File: src/hdl/stereo_fir_decimator_core_assert.svh
// ----------------------------------------------------------------------------
// Assertion macros for the stereo FIR decimator core
// Immediate-implication and next-cycle-implication forms, disabled while reset is low.
// ----------------------------------------------------------------------------
`ifndef STEREO_FIR_DECIMATOR_CORE_ASSERT_SVH
`define STEREO_FIR_DECIMATOR_CORE_ASSERT_SVH

// The consequent must hold in the same cycle as the antecedent.
`define FSD_ASSERT_NOW(lbl, clk, rst_n, pre, post, msg) \
    lbl: assert property (@(posedge clk) disable iff (!(rst_n)) (pre) |-> (post)) \
        else $error(msg);

// The consequent must hold in the cycle after the antecedent.
`define FSD_ASSERT_NEXT(lbl, clk, rst_n, pre, post, msg) \
    lbl: assert property (@(posedge clk) disable iff (!(rst_n)) (pre) |=> (post)) \
        else $error(msg);

`endif

File: src/hdl/fsd_pkg.sv
// ----------------------------------------------------------------------------
// fsd_pkg
// Shared widths, codes, state encoding and structs of the stereo FIR decimator.
// ----------------------------------------------------------------------------
package fsd_pkg;

    localparam int DATA_W       = 24;
    localparam int PROD_W       = 2 * DATA_W;
    localparam int IDX_W        = 8;
    localparam int FACTOR_W     = 5;
    localparam int TAPS_W       = 9;
    localparam int PHASE_W      = 4;
    localparam int MAX_FACTOR   = 16;
    localparam int MAX_TAPS_DEF = 256;
    localparam int APB_AW       = 3;
    localparam int APB_DW       = 32;

    localparam logic [FACTOR_W-1:0] RST_FACTOR = 5'd2;
    localparam logic [TAPS_W-1:0]   RST_TAPS   = 9'd256;

    localparam int ROUND_HALF = 1 << 22;
    localparam int ROUND_SHIFT = 23;
    localparam int SAT_MAX    = 8388607;
    localparam int SAT_MIN    = -8388608;

    // Request types carried in the req_type field.
    localparam logic REQ_SAMPLE = 1'b0;
    localparam logic REQ_COEFF  = 1'b1;

    // Register select, taken from the word address bit.
    localparam logic REG_FACTOR = 1'b0;
    localparam logic REG_TAPS   = 1'b1;

    typedef enum logic [2:0] {
        ST_CLEAR,
        ST_IDLE,
        ST_MAC,
        ST_DRAIN,
        ST_ROUND,
        ST_OUTPUT
    } t_state;

    typedef struct packed {
        logic [FACTOR_W-1:0] factor;
        logic [TAPS_W-1:0]   tap_count;
    } t_cfg;

    typedef struct packed {
        logic clr;
        logic rd_v;
        logic rnd;
    } t_mac_ctl;

    typedef struct packed {
        logic [DATA_W-1:0] left_out;
        logic [DATA_W-1:0] right_out;
        logic              clipped;
    } t_result;

endpackage

File: src/hdl/fsd_mac.sv
// ----------------------------------------------------------------------------
// fsd_mac
// Two-channel multiply-accumulate with rounding and saturation to Q1.23.
// ----------------------------------------------------------------------------
module fsd_mac #(
    parameter int ACC_W = fsd_pkg::PROD_W + 8
) (
    input  logic                              i_clk,
    input  logic                              i_rst_n,
    input  fsd_pkg::t_mac_ctl                 i_ctl,
    input  logic signed [fsd_pkg::DATA_W-1:0] i_left,
    input  logic signed [fsd_pkg::DATA_W-1:0] i_right,
    input  logic signed [fsd_pkg::DATA_W-1:0] i_tap,
    output logic                              o_busy,
    output fsd_pkg::t_result                  o_res
);

    localparam int RW = ACC_W + 1 - fsd_pkg::ROUND_SHIFT;
    localparam logic signed [RW-1:0] L_MAX = RW'(fsd_pkg::SAT_MAX);
    localparam logic signed [RW-1:0] L_MIN = RW'(fsd_pkg::SAT_MIN);

    logic                              r_mul_v;
    logic signed [fsd_pkg::PROD_W-1:0] r_pl;
    logic signed [fsd_pkg::PROD_W-1:0] r_pr;
    logic signed [ACC_W-1:0]           r_acc_l;
    logic signed [ACC_W-1:0]           r_acc_r;
    logic signed [ACC_W:0]             w_sum_l;
    logic signed [ACC_W:0]             w_sum_r;
    logic signed [RW-1:0]              w_sl;
    logic signed [RW-1:0]              w_sr;
    logic                              w_clip_l;
    logic                              w_clip_r;
    fsd_pkg::t_result                  r_res;

    always_ff @(posedge i_clk) begin
        if (!i_rst_n) begin
            r_mul_v <= 1'b0;
        end else begin
            r_mul_v <= i_ctl.rd_v;
        end
    end

    always_ff @(posedge i_clk) begin
        r_pl <= i_left * i_tap;
        r_pr <= i_right * i_tap;
    end

    always_ff @(posedge i_clk) begin
        if (i_ctl.clr) begin
            r_acc_l <= '0;
            r_acc_r <= '0;
        end else if (r_mul_v) begin
            r_acc_l <= r_acc_l + ACC_W'(r_pl);
            r_acc_r <= r_acc_r + ACC_W'(r_pr);
        end
    end

    // Round half up: add half an LSB of the output, then floor by the shift.
    assign w_sum_l = {r_acc_l[ACC_W-1], r_acc_l} + (ACC_W+1)'(fsd_pkg::ROUND_HALF);
    assign w_sum_r = {r_acc_r[ACC_W-1], r_acc_r} + (ACC_W+1)'(fsd_pkg::ROUND_HALF);
    assign w_sl    = w_sum_l[ACC_W:fsd_pkg::ROUND_SHIFT];
    assign w_sr    = w_sum_r[ACC_W:fsd_pkg::ROUND_SHIFT];
    assign w_clip_l = (w_sl > L_MAX) || (w_sl < L_MIN);
    assign w_clip_r = (w_sr > L_MAX) || (w_sr < L_MIN);

    always_ff @(posedge i_clk) begin
        if (i_ctl.rnd) begin
            if (w_sl > L_MAX) begin
                r_res.left_out <= L_MAX[fsd_pkg::DATA_W-1:0];
            end else if (w_sl < L_MIN) begin
                r_res.left_out <= L_MIN[fsd_pkg::DATA_W-1:0];
            end else begin
                r_res.left_out <= w_sl[fsd_pkg::DATA_W-1:0];
            end
            if (w_sr > L_MAX) begin
                r_res.right_out <= L_MAX[fsd_pkg::DATA_W-1:0];
            end else if (w_sr < L_MIN) begin
                r_res.right_out <= L_MIN[fsd_pkg::DATA_W-1:0];
            end else begin
                r_res.right_out <= w_sr[fsd_pkg::DATA_W-1:0];
            end
            r_res.clipped <= w_clip_l || w_clip_r;
        end
    end

    assign o_busy = r_mul_v;
    assign o_res  = r_res;

endmodule

File: config.mk
export PLATFORM = sky130hd
export DESIGN_NAME = fsd_mac
export DESIGN_NICKNAME = d
export VERILOG_FILES = /design/src/hdl/stereo_fir_decimator_core_assert.svh /design/src/hdl/fsd_pkg.sv /design/src/hdl/fsd_mac.sv
export SDC_FILE = /design/constraint.sdc
export NUM_CORES = 2
export LEC_CHECK = 0
export ABC_AREA = 1
export BUFFER_PORTS_ARGS = -buffer_cell sky130_fd_sc_hd__buf_2
export CAP_MARGIN = 20
export CORE_ASPECT_RATIO = 0.9
export CORE_MARGIN = 5
export CORE_UTILIZATION = 45
export CTS_CLUSTER_DIAMETER = 150
export CTS_CLUSTER_SIZE = 14
export DETAILED_ROUTE_END_ITERATION = 8
export PLACE_DENSITY_LB_ADDON = 0.08
export REMOVE_ABC_BUFFERS = 1
export SYNTH_ARGS = -nofsm -noshare
export SYNTH_HDL_FRONTEND = slang
export SYNTH_SLANG_ARGS = --single-unit
File: constraint.sdc
create_clock -name i_clk -period 7.55 [get_ports i_clk]
set_input_delay 0.755 -clock i_clk [delete_from_list [all_inputs] [get_ports i_clk]]
set_output_delay 0.755 -clock i_clk [all_outputs]
set_load 0.01 [all_outputs]
==> Yosys cells after proc, flatten, opt, wreduce, memory -nomap -nowiden <==
Cells that the tools add are included.
{ "word_totals": {"reg_bits": 258, "in_bits": 77, "out_inout_bits": 50, "elab_cells": 23} }
{ "classes": {"addsub": 4, "n_mul": 2, "n_lt_le_gt_ge": 4, "n_mux": 2, "reduce_logical": 3} }
{ "op_table": {"columns": ["cell", "count"], "rows": [
  ["56-bit by 24-bit adder with 57-bit output, second input constant", 2],
  ["56-bit by 48-bit adder with 56-bit output", 2],
  ["24-bit by 24-bit multiplier with 48-bit output", 2],
  ["34-bit by 24-bit greater-than comparator with 1-bit output, second input constant", 2],
  ["34-bit by 24-bit < comparator with 1-bit output, second input constant", 2],
  ["24-bit 2-to-1 mux", 2],
  ["1-bit logical OR", 3]
]} }

==> Longest topological paths before layout <==
{ "depth": {"word_depth": 4, "ltp_mapped": 30, "depth_no_buf": 28} }

==> Worst setup path before layout <==
Ideal clock, no wire load.
{ "synth_timing": {"kind": "input port to flip-flop", "from": "in i_tap[1] (netlist name)", "to": "reg r_pr[46] (netlist name)", "setup_time_ps": 119, "t_arrival_ps": 6901, "t_required_ps": 7431, "setup_slack_ps": 531, "stages": 22, "n_path_buf": 2, "path_cell_list": "clkbuf_1 buf_1 nand2_1 inv_1 fa_1 fa_1 inv_1 fa_1 inv_1 fa_1 fa_1 fa_1 fa_1 ha_1 a21oi_1 a21boi_0 o21ai_0 a21oi_1 nand3_1 nand2_1 nand2_1 xor2_1"} }
{ "synth_via": {"elab_chain_cells": 1} }
{ "synth_lines": {"columns": ["item", "line", "rtl"], "rows": [
  ["from (decl)", "fsd_mac.sv:13", "input logic signed [fsd_pkg::DATA_W-1:0] i_tap,"],
  ["24-bit by 24-bit multiplier with 48-bit output", "fsd_mac.sv:45", "r_pr <= i_right * i_tap;"],
  ["to (signal assigned)", "fsd_mac.sv:45", null],
  ["to (decl)", "fsd_mac.sv:24", "logic signed [fsd_pkg::PROD_W-1:0] r_pr;"]
]} }
No other way between the ends.
A chain may end at the register's enable or synchronous reset.

==> Final worst setup path <==
{ "layout_timing": {"from": "in i_tap[12] (netlist name)", "to": "reg r_pl[44] (netlist name)"} }
{ "layout_via": {"elab_chain_cells": 1} }
{ "layout_lines": {"columns": ["item", "line", "rtl"], "rows": [
  ["24-bit by 24-bit multiplier with 48-bit output", "fsd_mac.sv:44", "r_pl <= i_left * i_tap;"],
  ["to (signal assigned)", "fsd_mac.sv:44", null],
  ["to (decl)", "fsd_mac.sv:23", "logic signed [fsd_pkg::PROD_W-1:0] r_pl;"]
]} }
No other way between the ends.

==> results.json <==
{
  "outcome": "finished clean",
  "wire_length_per_cell_after_detailed_routing_um": 19.56,
  "mux_cell_area_share_after_synthesis_pct": 0,
  "crit_path_max_incr_delay_ns": 0.72,
  "postCtsSetupRepairBufs": 0,
  "placed_area_sq_um": 67050,
  "cp_data_arrival_time_ns": 7.49,
  "top_usage_layer": "met1",
  "slew_headroom_pct": 31.84,
  "ys_seq_elements": 258,
  "global_route.usage.met3_pct": 2.651,
  "setup_repair_after_global_routing_missed_its_margin": "no",
  "area_growth_syn_to_layout_pct": 6.599,
  "yosysWarnings": 0,
  "grt_use_met1_pct": 44.17,
  "num_io_pins": 127,
  "synth_adder_area_share_pct": 45.85,
  "timing_max_transition_violations_final": 0,
  "criticalPathCategory": "in2reg",
  "skew_ns": 0.03038,
  "max_clock_freq_mhz": 141.6,
  "layout_cell_share_with_drive_strength_beyond_1_pct": 4.549,
  "core.rowCount": 130,
  "worstSkewPairLatency_ns": 0.58,
  "worstMarginPinSlew_ns": 1.022,
  "synthFlopType": "dfxtp_1",
  "vias_per_cell": 5.065,
  "finalCritPeriodShare_pct": 93.57,
  "synthesis.area_sq_um": 63460,
  "synth-simple-area-share_pct": 21.85,
  "dieHeight_um": 366.3,
  "setup_slack_ns": 0.4858,
  "layout.cell_area.non_filler_sq_um": 67650,
  "final-hold-violation-count": 0,
  "postSynthCellCount": 8791,
  "final.min_clock_period_ns": 7.064,
  "cts_tree": "yes",
  "port_buffers": 126,
  "utilization_pct": 48.36,
  "drt_iter0_markers": 4255,
  "synth_seq_area_share_pct": 8.911,
  "synth_top_cell_by_area": "fa_1",
  "pin_count_of_the_biggest_net_entering_global_routing": 73,
  "post_cts_hold_buffer_count": 0,
  "crit_slowest_cell": "buf_2",
  "required_ns": 7.97,
  "avgSynthCellArea_sq_um": 7.219,
  "cts_buffers": 22,
  "coreArea_sq_um": 139900,
  "cts-resized-gates": 0,
  "area_enclosed_by_the_die_boundary_sq_um": 148700,
  "grt_remaining_overflow": 0,
  "synth_compound_area_share_pct": 5.213,
  "floorplan.initialDensity_pct": 45.37,
  "synth_top_family_by_area": "adder cells",
  "grt_pass1_vias": 55430,
  "detailed_route_drc_error_count": 0,
  "start_kind": "input pin",
  "synth.lib_cells_used.distinct": 45,
  "max_cap_viol_count": 0,
  "grt_antenna_before_repair": 2,
  "async_flop_share_pct": 0,
  "chipWidth_um": 405.9,
  "ant_nets": 0,
  "path_max_fanout": 31,
  "route.vias.total": 54350,
  "synth_enable_flop_cells": 49,
  "holdCritPathClass": "in2reg",
  "synth_top_area_share_pct": 38.36,
  "dominant_cell_type_by_count_on_the_critical_path": "fa_1",
  "endpoint_kind": "register",
  "finish.net_count": 10550,
  "met2_usage_pct": 43.25,
  "finalSetupViolations": 0,
  "clock_tree.root_cell": "clkbuf_16",
  "global_router_s_overall_resource_usage_pct": 28.30,
  "final_sum_of_negative_setup_slack_ns": 0,
  "cts.path.max_buffers": 3,
  "worst_setup_hold_path_clk_slew_ns": 0.09,
  "h-tree-depth": 1,
  "yosys.area_share.xor_xnor_pct": 2.415,
  "detailed_place_hpwl_um": 178700,
  "critical_path.cell_chain": "buf_2, nand2_1, fa_1, fa_1, fa_1, inv_1, fa_1, inv_1, fa_1, fa_1, fa_1, inv_1, ha_1, a21oi_1, o21ai_0, a21boi_0, o21ai_0, nand2_1, nand3_1, xor2_1",
  "gp_congestion": 0.9621,
  "cts.sink_count": 258,
  "dr.pass1.iters": 6,
  "routed_wl_um": 209900,
  "grt_first_pass_wirelength_um": 325800,
  "dp_slack_ns": 0.03288,
  "ys_top_cells_by_area": "fa_1, nand2_1, inv_1"
}
## worst paths after layout
| check | startpoint | to | slack [ns] | cells past startpoint |
|---|---|---|---|---|
| worst max-delay path | i_tap[12] | r_pl[44] | 0.49 | 20 |
| worst min-delay path | i_ctl[1] | o_busy | 0.40 | 3 |
| worst max register to register | r_acc_l[22] | o_res[32] | 4.38 | 15 |
| worst min register to register | r_acc_l[0] | r_acc_l[0] | 0.47 | 2 |
## logic make-up (layout without fill, tap and decap cells)
| family | count (synthesis) | after routing |
|---|---|---|
| AND/OR/NAND/NOR | 3496 | 3496 |
| XOR/XNOR | 175 | 175 |
| adder cells (fa/ha/maj) | 1596 | 1596 |
| buffers and inverters | 2651 | 2741 |
| AO/OA/AOI/OAI | 615 | 615 |
| flip-flops | 258 | 258 |
| other | 0 | 1 |
## cell type report
type	instances	area (sq um)
clock inverters	2	25.02
clock buffers	28	573.1
repair buffers	322	2305
fillers	14450	72230
flip-flops and latches	258	5659
diodes	1	2.502
well taps	1848	2312
multi-input cells	5882	47810
inverters	2389	8967
## metal layers
layer  part of all wire [%]  wire [um]  vias to the layer above
li1                       -          -                    25570
met1                     49     103000                    26820
met2                     42      88900                     1774
met3                    6.8      14180                      190
met4                    1.8       3841                        0
met5                      0          0                        -
## synth_stat cells, drive strengths merged (4+ instances only)
master,number
nand3b,4
buf,44
clkbuf,218
inv,2389
xor2,136
o21bai,41
or2,18
and3,10
o21a,7
nand3,259
ha,380
nand4,49
edfxtp,49
a21oi,299
fa,1216
o211ai,7
a31oi,10
a21o,19
nand2,2413
a21boi,6
and2,4
nor4,10
dfxtp,209
a211oi,6
nor3,40
o21ai,219
xnor2,39
nor2,686
## flip-flops by register name (all words and copies together), names as in the netlist
register  count
r_acc_l      56
r_acc_r      56
r_pl         48
o_res        49
r_pr         48
o_busy        1
## critical path, delay by kind of cell
kind | cells | cell delay, ns
AO/OA/AOI/OAI | 4 | 0.97
adder cells (fa/ha/maj) | 8 | 3.98
XOR/XNOR | 1 | 0.42
buffers and inverters | 4 | 0.89
AND/OR/NAND/NOR | 3 | 0.44
## through the flow
step | hold WS [ns] | instances
6_report | 0.3990 | 10730
3_5_place_dp | 0.4604 | 10700
4_1_cts | 0.3761 | 10730
5_1_grt | 0.4057 | 10730
2_1_floorplan | 0.4386 | 8529
3_3_place_gp | 0.4522 | 10700
## placed cells by master (no fill, tap or decap), drive strengths merged
master  Yosys  routed
a211oi      6       6
a21boi      6       6
a21o       19      19
a21oi     299     299
a31oi      10      10
and2        4       4
and3       10      10
and3b       1       1
buf        44     322
clkbuf    218      28
clkinv      0       1
dfxtp     209     209
diode       0       1
edfxtp     49      49
fa       1216    1216
ha        380     380
inv      2389    2390
nand2    2413    2413
nand3     259     259
nand3b      4       4
nand4      49      49
nor2      686     686
nor3       40      40
nor3b       1       1
nor4       10      10
nor4b       1       1
o211ai      7       7
o21a        7       7
o21ai     219     219
o21bai     41      41
o31ai       1       1
or2        18      18
xnor2      39      39
xor2      136     136
Power is left out: the tool's default activity adds up to more than one toggle a clock period on the data nets, which glitch-free logic cannot reach.
