## src/hdl/stereo_fir_decimator_core_assert.svh

```systemverilog
// ----------------------------------------------------------------------------
// Assertion macros for the stereo FIR decimator core
// Immediate-implication and next-cycle-implication forms, disabled while reset is low.
// ----------------------------------------------------------------------------
`ifndef STEREO_FIR_DECIMATOR_CORE_ASSERT_SVH
`define STEREO_FIR_DECIMATOR_CORE_ASSERT_SVH

// The consequent must hold in the same cycle as the antecedent.
`define FSD_ASSERT_NOW(lbl, clk, rst_n, pre, post, msg) \
    lbl: assert property (@(posedge clk) disable iff (!(rst_n)) (pre) |-> (post)) \
        else $error(msg);

// The consequent must hold in the cycle after the antecedent.
`define FSD_ASSERT_NEXT(lbl, clk, rst_n, pre, post, msg) \
    lbl: assert property (@(posedge clk) disable iff (!(rst_n)) (pre) |=> (post)) \
        else $error(msg);

`endif

```

## src/hdl/fsd_pkg.sv

```systemverilog
// ----------------------------------------------------------------------------
// fsd_pkg
// Shared widths, codes, state encoding and structs of the stereo FIR decimator.
// ----------------------------------------------------------------------------
package fsd_pkg;

    localparam int DATA_W       = 24;
    localparam int PROD_W       = 2 * DATA_W;
    localparam int IDX_W        = 8;
    localparam int FACTOR_W     = 5;
    localparam int TAPS_W       = 9;
    localparam int PHASE_W      = 4;
    localparam int MAX_FACTOR   = 16;
    localparam int MAX_TAPS_DEF = 256;
    localparam int APB_AW       = 3;
    localparam int APB_DW       = 32;

    localparam logic [FACTOR_W-1:0] RST_FACTOR = 5'd2;
    localparam logic [TAPS_W-1:0]   RST_TAPS   = 9'd256;

    localparam int ROUND_HALF = 1 << 22;
    localparam int ROUND_SHIFT = 23;
    localparam int SAT_MAX    = 8388607;
    localparam int SAT_MIN    = -8388608;

    // Request types carried in the req_type field.
    localparam logic REQ_SAMPLE = 1'b0;
    localparam logic REQ_COEFF  = 1'b1;

    // Register select, taken from the word address bit.
    localparam logic REG_FACTOR = 1'b0;
    localparam logic REG_TAPS   = 1'b1;

    typedef enum logic [2:0] {
        ST_CLEAR,
        ST_IDLE,
        ST_MAC,
        ST_DRAIN,
        ST_ROUND,
        ST_OUTPUT
    } t_state;

    typedef struct packed {
        logic [FACTOR_W-1:0] factor;
        logic [TAPS_W-1:0]   tap_count;
    } t_cfg;

    typedef struct packed {
        logic clr;
        logic rd_v;
        logic rnd;
    } t_mac_ctl;

    typedef struct packed {
        logic [DATA_W-1:0] left_out;
        logic [DATA_W-1:0] right_out;
        logic              clipped;
    } t_result;

endpackage

```

## src/hdl/fsd_regs.sv

```systemverilog
// ----------------------------------------------------------------------------
// fsd_regs
// APB-style configuration registers: decimation factor and tap count.
// ----------------------------------------------------------------------------
module fsd_regs (
    input  logic                          i_clk,
    input  logic                          i_rst_n,
    input  logic                          psel,
    input  logic                          penable,
    input  logic                          pwrite,
    input  logic [fsd_pkg::APB_AW-1:0]    paddr,
    input  logic [fsd_pkg::APB_DW-1:0]    pwdata,
    output logic [fsd_pkg::APB_DW-1:0]    prdata,
    output logic                          pready,
    output fsd_pkg::t_cfg                 o_cfg
);

    fsd_pkg::t_cfg r_cfg;
    logic          w_wr;

    assign w_wr   = psel && penable && pwrite && pready;
    assign pready = 1'b1;

    always_ff @(posedge i_clk) begin
        if (!i_rst_n) begin
            r_cfg.factor    <= fsd_pkg::RST_FACTOR;
            r_cfg.tap_count <= fsd_pkg::RST_TAPS;
        end else if (w_wr) begin
            case (paddr[2])
                fsd_pkg::REG_FACTOR: r_cfg.factor    <= pwdata[fsd_pkg::FACTOR_W-1:0];
                fsd_pkg::REG_TAPS:   r_cfg.tap_count <= pwdata[fsd_pkg::TAPS_W-1:0];
                default: begin
                end
            endcase
        end
    end

    always_comb begin
        case (paddr[2])
            fsd_pkg::REG_FACTOR: prdata = fsd_pkg::APB_DW'(r_cfg.factor);
            fsd_pkg::REG_TAPS:   prdata = fsd_pkg::APB_DW'(r_cfg.tap_count);
            default:             prdata = '0;
        endcase
    end

    assign o_cfg = r_cfg;

endmodule

```

## config.mk

```make
export PLATFORM = sky130hd
export DESIGN_NAME = fsd_regs
export DESIGN_NICKNAME = d
export VERILOG_FILES = /design/src/hdl/stereo_fir_decimator_core_assert.svh /design/src/hdl/fsd_pkg.sv /design/src/hdl/fsd_regs.sv
export SDC_FILE = /design/constraint.sdc
export NUM_CORES = 1
export LEC_CHECK = 0
export BUFFER_PORTS_ARGS = -buffer_cell sky130_fd_sc_hd__buf_2
export CORE_ASPECT_RATIO = 1.75
export CORE_UTILIZATION = 35
export DETAILED_ROUTE_END_ITERATION = 6
export PLACE_DENSITY = 0.89
export SYNTH_ARGS = -nofsm -noshare
export SYNTH_HDL_FRONTEND = slang
export SYNTH_SLANG_ARGS = --single-unit
```

## constraint.sdc

```tcl
create_clock -name i_clk -period 1.3 [get_ports i_clk]
set_clock_uncertainty 0.05 [all_clocks]
set_input_delay 0 -clock i_clk [delete_from_list [all_inputs] [get_ports i_clk]]
set_output_delay 0 -clock i_clk [all_outputs]
set_load 0.01 [all_outputs]
```

## Word-level counts from Yosys, hierarchy flattened

Index checks and enable logic that the tools add are counted.

| word-level totals | value |
|---|---|
| bits in registers | 14 |
| bits in latches | 0 |
| RAM bits | 0 |
| ROM bits | 0 |
| input bits | 40 |
| output and inout port bits | 47 |
| word-level logic and storage cells | 8 |
| memories kept | 0 |

| operators by class | value |
|---|---|
| add/subtract/negate cells | 0 |
| $mul | 0 |
| divide/modulo/power cells | 0 |
| magnitude comparators | 0 |
| equal/unequal tests | 0 |
| shift operators | 0 |
| muxes and demuxes | 1 |
| bitwise operators | 1 |
| reduce and logical (&&, ||, !) cells | 4 |

Operators by type and width:

| cell | number |
|---|---|
| one-hot mux 32 bit (2 select lines) | 1 |
| AND reduction 2 bit | 2 |
| logical AND 1 bit | 2 |
| inverter 1 bit | 1 |

## Logic depth before layout (Yosys ltp)

Gate-level depths: netlist (run 1).

| depth | value |
|---|---|
| word-level depth | 3 |
| gate-level depth with buffers | 3 |
| mapped depth without buffers | 2 |

## Worst setup path after synthesis (run 1)

Ideal clock, no wire load.

| timing path | value |
|---|---|
| kind | register to output |
| from | register r_cfg, in the netlist o_cfg[0] |
| to | output prdata[0] (netlist bit) |
| arrival | 0.618 ns |
| data required time | 1.250 ns |
| setup slack | 0.632 ns |
| cell stages (with the launch flop) | 2 |
| path buffers | 0 |
| path through | dfxtp_1 > mux2_2 |

| between the ends | value |
|---|---|
| word-level cells in the longest chain between the ends | 1 |

RTL lines:

| item | RTL line | source |
|---|---|---|
| start: declaration | fsd_regs.sv:18 | `fsd_pkg::t_cfg r_cfg;` |
| one-hot mux 32 bit (2 select lines) | fsd_regs.sv:39 | `case (paddr[2])` |
| end: declaration | fsd_regs.sv:13 | `output logic [fsd_pkg::APB_DW-1:0] prdata,` |

Every way passes these cells. The select of a mux whose other input is x is not followed.

## Final worst setup path (run 1)

| timing path | value |
|---|---|
| from | register r_cfg, in the netlist o_cfg[10] |
| to | output prdata[1] (netlist bit) |

The elaborated chain is that of the path after synthesis.

==> flow_summary.json, run 1 <==
{
  "coreArea_um2": 2330,
  "cts_tree": "yes",
  "root_buffer": "clkbuf_8",
  "drc": 0,
  "routed_wl_um": 1660,
  "grt_max_degree": 25,
  "rr_endpoint": "o_cfg[8]",
  "synth_top_family_by_area": "buffers and inverters",
  "synth-xor-area-share": 0,
  "synth-simple-area-share": 0.190,
  "fin_tns_setup_ps": 0,
  "largest_reg_flops": 14,
  "dpl.hpwl_um": 1150,
  "htree_levels": 1,
  "post_cts_resized": 0,
  "ant_nets": 0,
  "initial_utilization": 0.374,
  "io_pins": 87,
  "r2r_setup_slack_ps": 630,
  "overflow": 0,
  "multi_input_area_um2": 452,
  "die_x_um": 39.7,
  "syn_avg_cell_area_um2": 9.36,
  "vias_per_cell": 4.19,
  "synth_seq_cells": 14,
  "clk_pin_slew_worst_paths_ps": 60,
  "rsz0062_at_grt": "false",
  "outcome": "complete, no violations",
  "leakage_nw": 0.596,
  "register_area_um2": 280,
  "peakVddDrop_mv": 0.621,
  "drt_pass1_iterations": 2,
  "criticalPathCategory": "reg -> out",
  "synth_area_um2": 871,
  "synthMuxAreaShare": 0.226,
  "die_h_um": 68.0,
  "worstReg2RegStart": "o_cfg[8]",
  "synth_largest_area_cell": "dfxtp_1",
  "hold_class": "in -> reg",
  "cp-start-kind": "flop",
  "cts.path.max_buffers": 2,
  "diodes": 0,
  "yosys_warnings": 0,
  "crit_path_start": "o_cfg[10]",
  "synth_fa_ha_area_frac": 0,
  "worstPathMaxFanout": 3,
  "fin_crit_sh": 0.779,
  "gr-usage-all-layers": 0.138,
  "critPathArrivalTime_ps": 960,
  "reg2reg_depth": 2,
  "drive_gt1_frac": 0.384,
  "first_global_vias": 590,
  "max_freq_mhz": 988,
  "powerDensity_nw_per_um2": 934,
  "final-max-slew-violation-count": 0,
  "area_delta_synth_final_pct": 26.4,
  "fillers": 249,
  "synth.yosys.seq_area_share": 0.322,
  "endpoint": "prdata[1]",
  "period_minus_slack_ps": 1010,
  "final_nets": 179,
  "ys_types": 13,
  "crit_required_ps": 1250,
  "place_congestion": 0.595,
  "post-place-ws_ps": 381,
  "grt_antenna_before_repair": 0,
  "numCtsBuffers": 3,
  "maxCapViolations": 0,
  "drtIter0Drc": 3,
  "setup_slack_ps": 288,
  "clkSinkCount": 14,
  "fp-row-count": 23,
  "port_buffers": 37,
  "setup_viol": 0,
  "ys_top_cells_by_area": "dfxtp_1 32%, buf_4 21%, mux2i_1 16%",
  "end_kind": "primary output",
  "clk_latency_ps": 240,
  "netlist_instances": 93,
  "hold_viol_final": 0,
  "synth_compound_area_frac": 0,
  "grt_pass1_wl_um": 2530,
  "die_area_um2": 2700,
  "wl_per_cell_um": 10.2,
  "yosys.area.top_type_share": 0.322,
  "vias": 683
}
==> layer usage <==
layer,track usage,vias up,share of wire,routed length [um]
li1,-,339,-,-
met1,0.140,299,0.39,647
met2,0.246,43,0.53,882
met3,0.0390,2,0.070,117
met4,0.0647,0,0.0090,15
met5,0,-,0,0
==> metrics by stage <==
| stage | hold slack [ps] | std cells | power, W | util | cell area (um^2) |
|---|---|---|---|---|---|
| floorplan | 92.1 | 115 | 0.000603 | - | 953 |
| CTS | 100 | 163 | 0.00105 | 0.472 | 1100 |
| finish | 96.2 | 163 | 0.00103 | 0.472 | 1100 |
| detailed placement | 210 | 150 | 0.000594 | 0.410 | 956 |
| global route | 112 | 163 | 0.00109 | 0.472 | 1100 |
| global placement | 200 | 150 | 0.000592 | 0.410 | 956 |
==> critical path, stage by stage (launching register included) <==
cell     delay [ps]
dfxtp_1         330
mux2_2          260
buf_2           140
==> cell families (layout without fill, tap and decap cells) <==
group                  count (synthesis)  count (layout)
other                                  2              24
AND/OR/NAND/NOR                       30              30
flip-flops                            14              14
buffers and inverters                 28              51
multiplexers                          19              19
==> cell usage after synthesis, drive strengths merged <==
cell type	n
conb	2
nand4b	1
nor2b	4
mux2	5
mux2i	14
nand2	20
and4	1
buf	28
and2	4
dfxtp	14
==> worst min-delay path by stage <==
stage	startpoint	end	cells past startpoint
after floorplan	pwdata[5]	o_cfg[5]	2
after global placement	pwdata[5]	o_cfg[5]	3
after detailed placement	pwdata[7]	o_cfg[7]	3
after CTS	penable	o_cfg[10]	3
after global routing	penable	o_cfg[10]	3
final	penable	o_cfg[10]	3
==> repair_timing <==
action	CTS	global route
endpoints found under the hold margin	14	0
endpoints found under the setup margin	0	0
hold buffers	9	0
buffers inserted	0	0
==> report_power, final <==
part | switching, W | total [W] | leakage [nW] | internal, W
Sequential | 0.00000617 | 0.000445 | 0.113 | 0.000439
Combinational | 0.0000898 | 0.000161 | 0.454 | 0.0000709
Clock | 0.000155 | 0.000423 | 0.0288 | 0.000268
==> cell usage in the layout (no fill, tap or decap), drive strengths merged <==
cell type	count
buf	38
conb	24
nand2	20
mux2i	14
dfxtp	14
dlygate4sd3	9
mux2	5
and2	4
nor2b	4
clkbuf	4
and4	1
nand4b	1
==> layout make-up <==
cell class / instances / area share
clock buffers: 4 / 0.0500
repair buffers: 47 / 0.257
multi-input cells: 73 / 0.410
flip-flops and latches: 14 / 0.255
well taps: 25 / 0.0284
No activity file was read; power rests on OpenSTA's default activity.
==> run 2, diff against run 1 <==
clock period = 0.98 ns   (was 1.3 ns; I/O delays follow)
==> run 2 against run 1 <==
The run now ends with setup timing left. Sequential power rose by 33%. Register-to-register slack worse by 430 ps. Critical path type unchanged. Non-clock buffer count increased by 8. Via count rose by 7.5%. Sequential share of layout area decreased by 1.4 points.
==> flow_summary.json, run 2 (same netlist as run 1, synthesis figures left out) <==
{
  "outcome": "finished, violations left",
  "violations": "setup timing",
  "numCtsBuffers": 3,
  "final_common_cell": "buf_2",
  "grt_pass1_wl_um": 2880,
  "diodes": 0,
  "rr_endpoint": "o_cfg[10]",
  "final-max-slew-violation-count": 0,
  "critPathArrivalTime_ps": 960,
  "routed_wl_um": 1920,
  "dpl.hpwl_um": 1200,
  "switching_share": 0.252,
  "coreArea_um2": 2330,
  "drtIter0Drc": 2,
  "initial_utilization": 0.374,
  "vias": 734,
  "rsz0062_at_grt": "true",
  "final_nets": 187,
  "die_x_um": 39.7,
  "p_int_w": 0.00105,
  "worstPathMaxFanout": 2,
  "leakage_nw": 0.653,
  "cp-start-kind": "flop",
  "clk_latency_ps": 240,
  "first_global_vias": 667,
  "root_buffer": "clkbuf_8",
  "drc": 0,
  "area_delta_synth_final_pct": 39.1,
  "period_minus_slack_ps": 1010,
  "power_frac_clock": 0.409,
  "total_power_w": 0.00141,
  "r2r_setup_slack_ps": 200,
  "pwr-share-comb": 0.172,
  "place_congestion": 0.587,
  "powerDensity_nw_per_um2": 1160,
  "setup_viol": 5,
  "hold_viol_final": 0,
  "cts_tree": "yes",
  "port_buffers": 37,
  "largest_reg_flops": 14,
  "drt_pass1_iterations": 2,
  "die_h_um": 68.0,
  "grt_max_degree": 25,
  "fin_crit_sh": 1.03,
  "overflow": 0,
  "clkSinkCount": 14,
  "crit_required_ps": 930,
  "reg2reg_depth": 3,
  "die_area_um2": 2700,
  "ant_nets": 0,
  "worstReg2RegStart": "o_cfg[10]",
  "hold_class": "in -> reg",
  "seq_power_share": 0.420,
  "grt_antenna_before_repair": 0,
  "whs_ps": 79.4,
  "clk_pin_slew_worst_paths_ps": 70,
  "setup_slack_ps": -33.4,
  "gr-usage-all-layers": 0.158,
  "end_kind": "primary output",
  "final_cell_mix": "32 x buf_2, 24 x conb_1, 20 x nand2_1",
  "fp-row-count": 23,
  "htree_levels": 1,
  "crit_path_start": "o_cfg[10]",
  "fillers": 241,
  "p_sw_w": 0.000355,
  "cts.path.max_buffers": 2,
  "io_pins": 87,
  "criticalPathCategory": "reg -> out",
  "max_freq_mhz": 987,
  "peakVddDrop_mv": 0.751,
  "drive_gt1_frac": 0.479,
  "maxCapViolations": 0,
  "wl_per_cell_um": 11.2,
  "endpoint": "prdata[1]",
  "vias_per_cell": 4.29
}
-- run 2: critical path, cell delays in order, from the launching register on --
cell     delay, ps
dfxtp_2        330
mux2_4         270
buf_6          120
-- run 2: stage by stage --
step	utilization	setup TNS, ps	cell area (um^2)	worst slack [ps]	cells
after floorplan	-	0	953	312	115
after detailed placement	0.413	0	963	125	151
after global routing	0.520	-244	1210	-53.1	171
final	0.520	-104	1210	-33.4	171
after global placement	0.413	0	963	137	151
after CTS	0.518	-126	1210	-31.2	171
-- run 2: worst min path at each step --
stage          cells past startpoint         to      start
3_3_place_gp                       3   o_cfg[5]  pwdata[5]
4_1_cts                            3  o_cfg[10]    penable
5_1_grt                            3  o_cfg[12]    penable
3_5_place_dp                       3   o_cfg[5]  pwdata[5]
6_report                           3  o_cfg[10]    penable
2_1_floorplan                      2   o_cfg[5]  pwdata[5]
-- run 2: power by group through the flow --
stage | Sequential [W] | Clock [W] | Combinational, W
finish | 0.000591 | 0.000575 | 0.000242
global route | 0.000592 | 0.000616 | 0.000269
CTS | 0.000590 | 0.000588 | 0.000237
detailed placement | 0.000602 | 0 | 0.000189
global placement | 0.000602 | 0 | 0.000186
floorplan | 0.000608 | 0 | 0.000191
-- run 2: layer usage --
layer,up-vias,share of wire,global-route usage
met5,-,0,0
met4,0,0.019,0.0948
met3,4,0.059,0.0422
met2,45,0.56,0.291
met1,330,0.36,0.142
li1,355,-,-
-- run 2: timing repair --
item                                    in CTS  in global routing
hold endpoints to repair                    14                  0
setup buffers                                7                  0
pin swaps                                    0                  0
hold buffers                                 9                  0
gates resized for setup                     15                  1
endpoints found under the setup margin       5                  5
-- run 2: area by class of cell --
cell class	instances	area, um^2	area share
clock buffers	4	55.1	0.0455
multi-input cells	73	459	0.379
flip-flops and latches	14	292	0.241
well taps	25	31.3	0.0258
repair buffers	55	374	0.309
==> run 3, diff against run 2 <==
CORE_ASPECT_RATIO = 1.1   (was 1.75)
==> run 3 against run 2 <==
The run still ends with setup timing left. Utilization grew 0.33 points. Clock-buffer cell count down 1. Sequential share of layout area increased by 0.51 points. Worst hold slack lost 32 ps. Total power shrank 19%. Clock power decreased by 47%. Critical path depth did not move. Wire length down 5.2%. First-iteration DRC count rose to 4.0 times the previous value. Sequential cell count unchanged. Sequential power about the same. Via count shrank 3.0%. Largest power group unchanged.
==> flow_summary.json, run 3 (same netlist as run 1, synthesis figures left out) <==
{
  "place_congestion": 0.642,
  "drtIter0Drc": 8,
  "cp-start-kind": "flop",
  "final-max-slew-violation-count": 0,
  "port_buffers": 37,
  "drive_gt1_frac": 0.503,
  "worstPathMaxFanout": 2,
  "hold_class": "in -> reg",
  "maxCapViolations": 0,
  "grt_max_degree": 16,
  "cts.path.max_buffers": 2,
  "grt_antenna_before_repair": 0,
  "clkSinkCount": 14,
  "clk_latency_ps": 260,
  "end_kind": "primary output",
  "max_freq_mhz": 973,
  "period_minus_slack_ps": 1030,
  "die_x_um": 49.6,
  "gr-usage-all-layers": 0.140,
  "routed_wl_um": 1820,
  "wl_per_cell_um": 10.3,
  "overflow": 0,
  "powerDensity_nw_per_um2": 949,
  "dp_cells": 156,
  "whs_ps": 47.8,
  "dpl.hpwl_um": 1190,
  "drt_pass1_iterations": 3,
  "die_h_um": 54.3,
  "final_core_util": 0.523,
  "cts_tree": "yes",
  "hold_viol_final": 0,
  "final_cell_mix": "33 x buf_2, 24 x conb_1, 20 x nand2_1",
  "post-place-ws_ps": 94.2,
  "min_from": "i_rst_n",
  "final_common_cell": "buf_2",
  "crit_path_start": "o_cfg[12]",
  "diodes": 0,
  "endpoint": "prdata[3]",
  "outcome": "finished, violations left",
  "clk_pin_slew_worst_paths_ps": 80,
  "coreArea_um2": 2300,
  "fin_cells": 177,
  "vias": 712,
  "fin_crit_sh": 1.05,
  "initial_utilization": 0.379,
  "fin_tns_setup_ps": -222,
  "root_buffer": "clkbuf_4",
  "numCtsBuffers": 3,
  "largest_reg_flops": 14,
  "first_global_vias": 679,
  "grt_pass1_wl_um": 2790,
  "peakVddDrop_mv": 0.749,
  "setup_viol": 5,
  "htree_levels": 1,
  "violations": "setup timing",
  "crit_required_ps": 930,
  "leakage_nw": 0.651,
  "worstReg2RegStart": "o_cfg[10]",
  "setup_slack_ps": -47.8,
  "rsz0062_at_grt": "true",
  "io_pins": 87,
  "drc": 0,
  "fp-row-count": 18,
  "rr_endpoint": "o_cfg[10]",
  "reg2reg_depth": 3,
  "area_delta_synth_final_pct": 37.9,
  "die_area_um2": 2690,
  "ant_nets": 0,
  "critPathArrivalTime_ps": 980,
  "final_nets": 189,
  "vias_per_cell": 4.02,
  "criticalPathCategory": "reg -> out",
  "r2r_setup_slack_ps": 200
}
run 3: worst min-delay path by stage:
stage,end,slack (ps),depth (start not counted)
6_report,o_cfg[3],50,3
4_1_cts,o_cfg[2],40,3
3_3_place_gp,o_cfg[5],200,3
2_1_floorplan,o_cfg[5],90,2
3_5_place_dp,o_cfg[7],210,3
5_1_grt,o_cfg[0],50,3
run 3: layout make-up:
type	instances	area (um^2)
fillers	224	1100
well taps	30	37.5
clock buffers	3	22.5
repair buffers	57	383
multi-input cells	73	463
flip-flops and latches	14	295
run 3: through the flow:
step | instance area (um^2) | total power (W)
2_1_floorplan | 953 | 0.000799
3_3_place_gp | 970 | 0.000788
3_5_place_dp | 970 | 0.000791
4_1_cts | 1200 | 0.00115
5_1_grt | 1200 | 0.00121
6_report | 1200 | 0.00114
run 3: what timing repair did:
action                                 CTS  global route
pin swaps                                0             0
setup buffers                            9             0
resized for setup                       17             2
hold buffers                             9             0
endpoints found under the hold margin   14             0
setup endpoints to repair                5             7
run 3: worst max-delay path, cell delays in order (launching register included):
cell     delay (ps)
dfxtp_2         330
mux2_4          270
buf_6           120
run 3: per-layer routing:
metal | part of all wire | track usage | up-vias
met4 | 0 | 0.0333 | 0
li1 | - | - | 359
met3 | 0.052 | 0.0361 | 0
met2 | 0.56 | 0.322 | 34
met5 | 0 | 0 | -
met1 | 0.39 | 0.116 | 319
run 3: report_power, final:
| part | switching (W) | total [W] | internal [W] |
|---|---|---|---|
| combinational | 0.000127 | 0.000243 | 0.000116 |
| clock | 0.000165 | 0.000307 | 0.000142 |
| sequential | 0.00000728 | 0.000590 | 0.000583 |
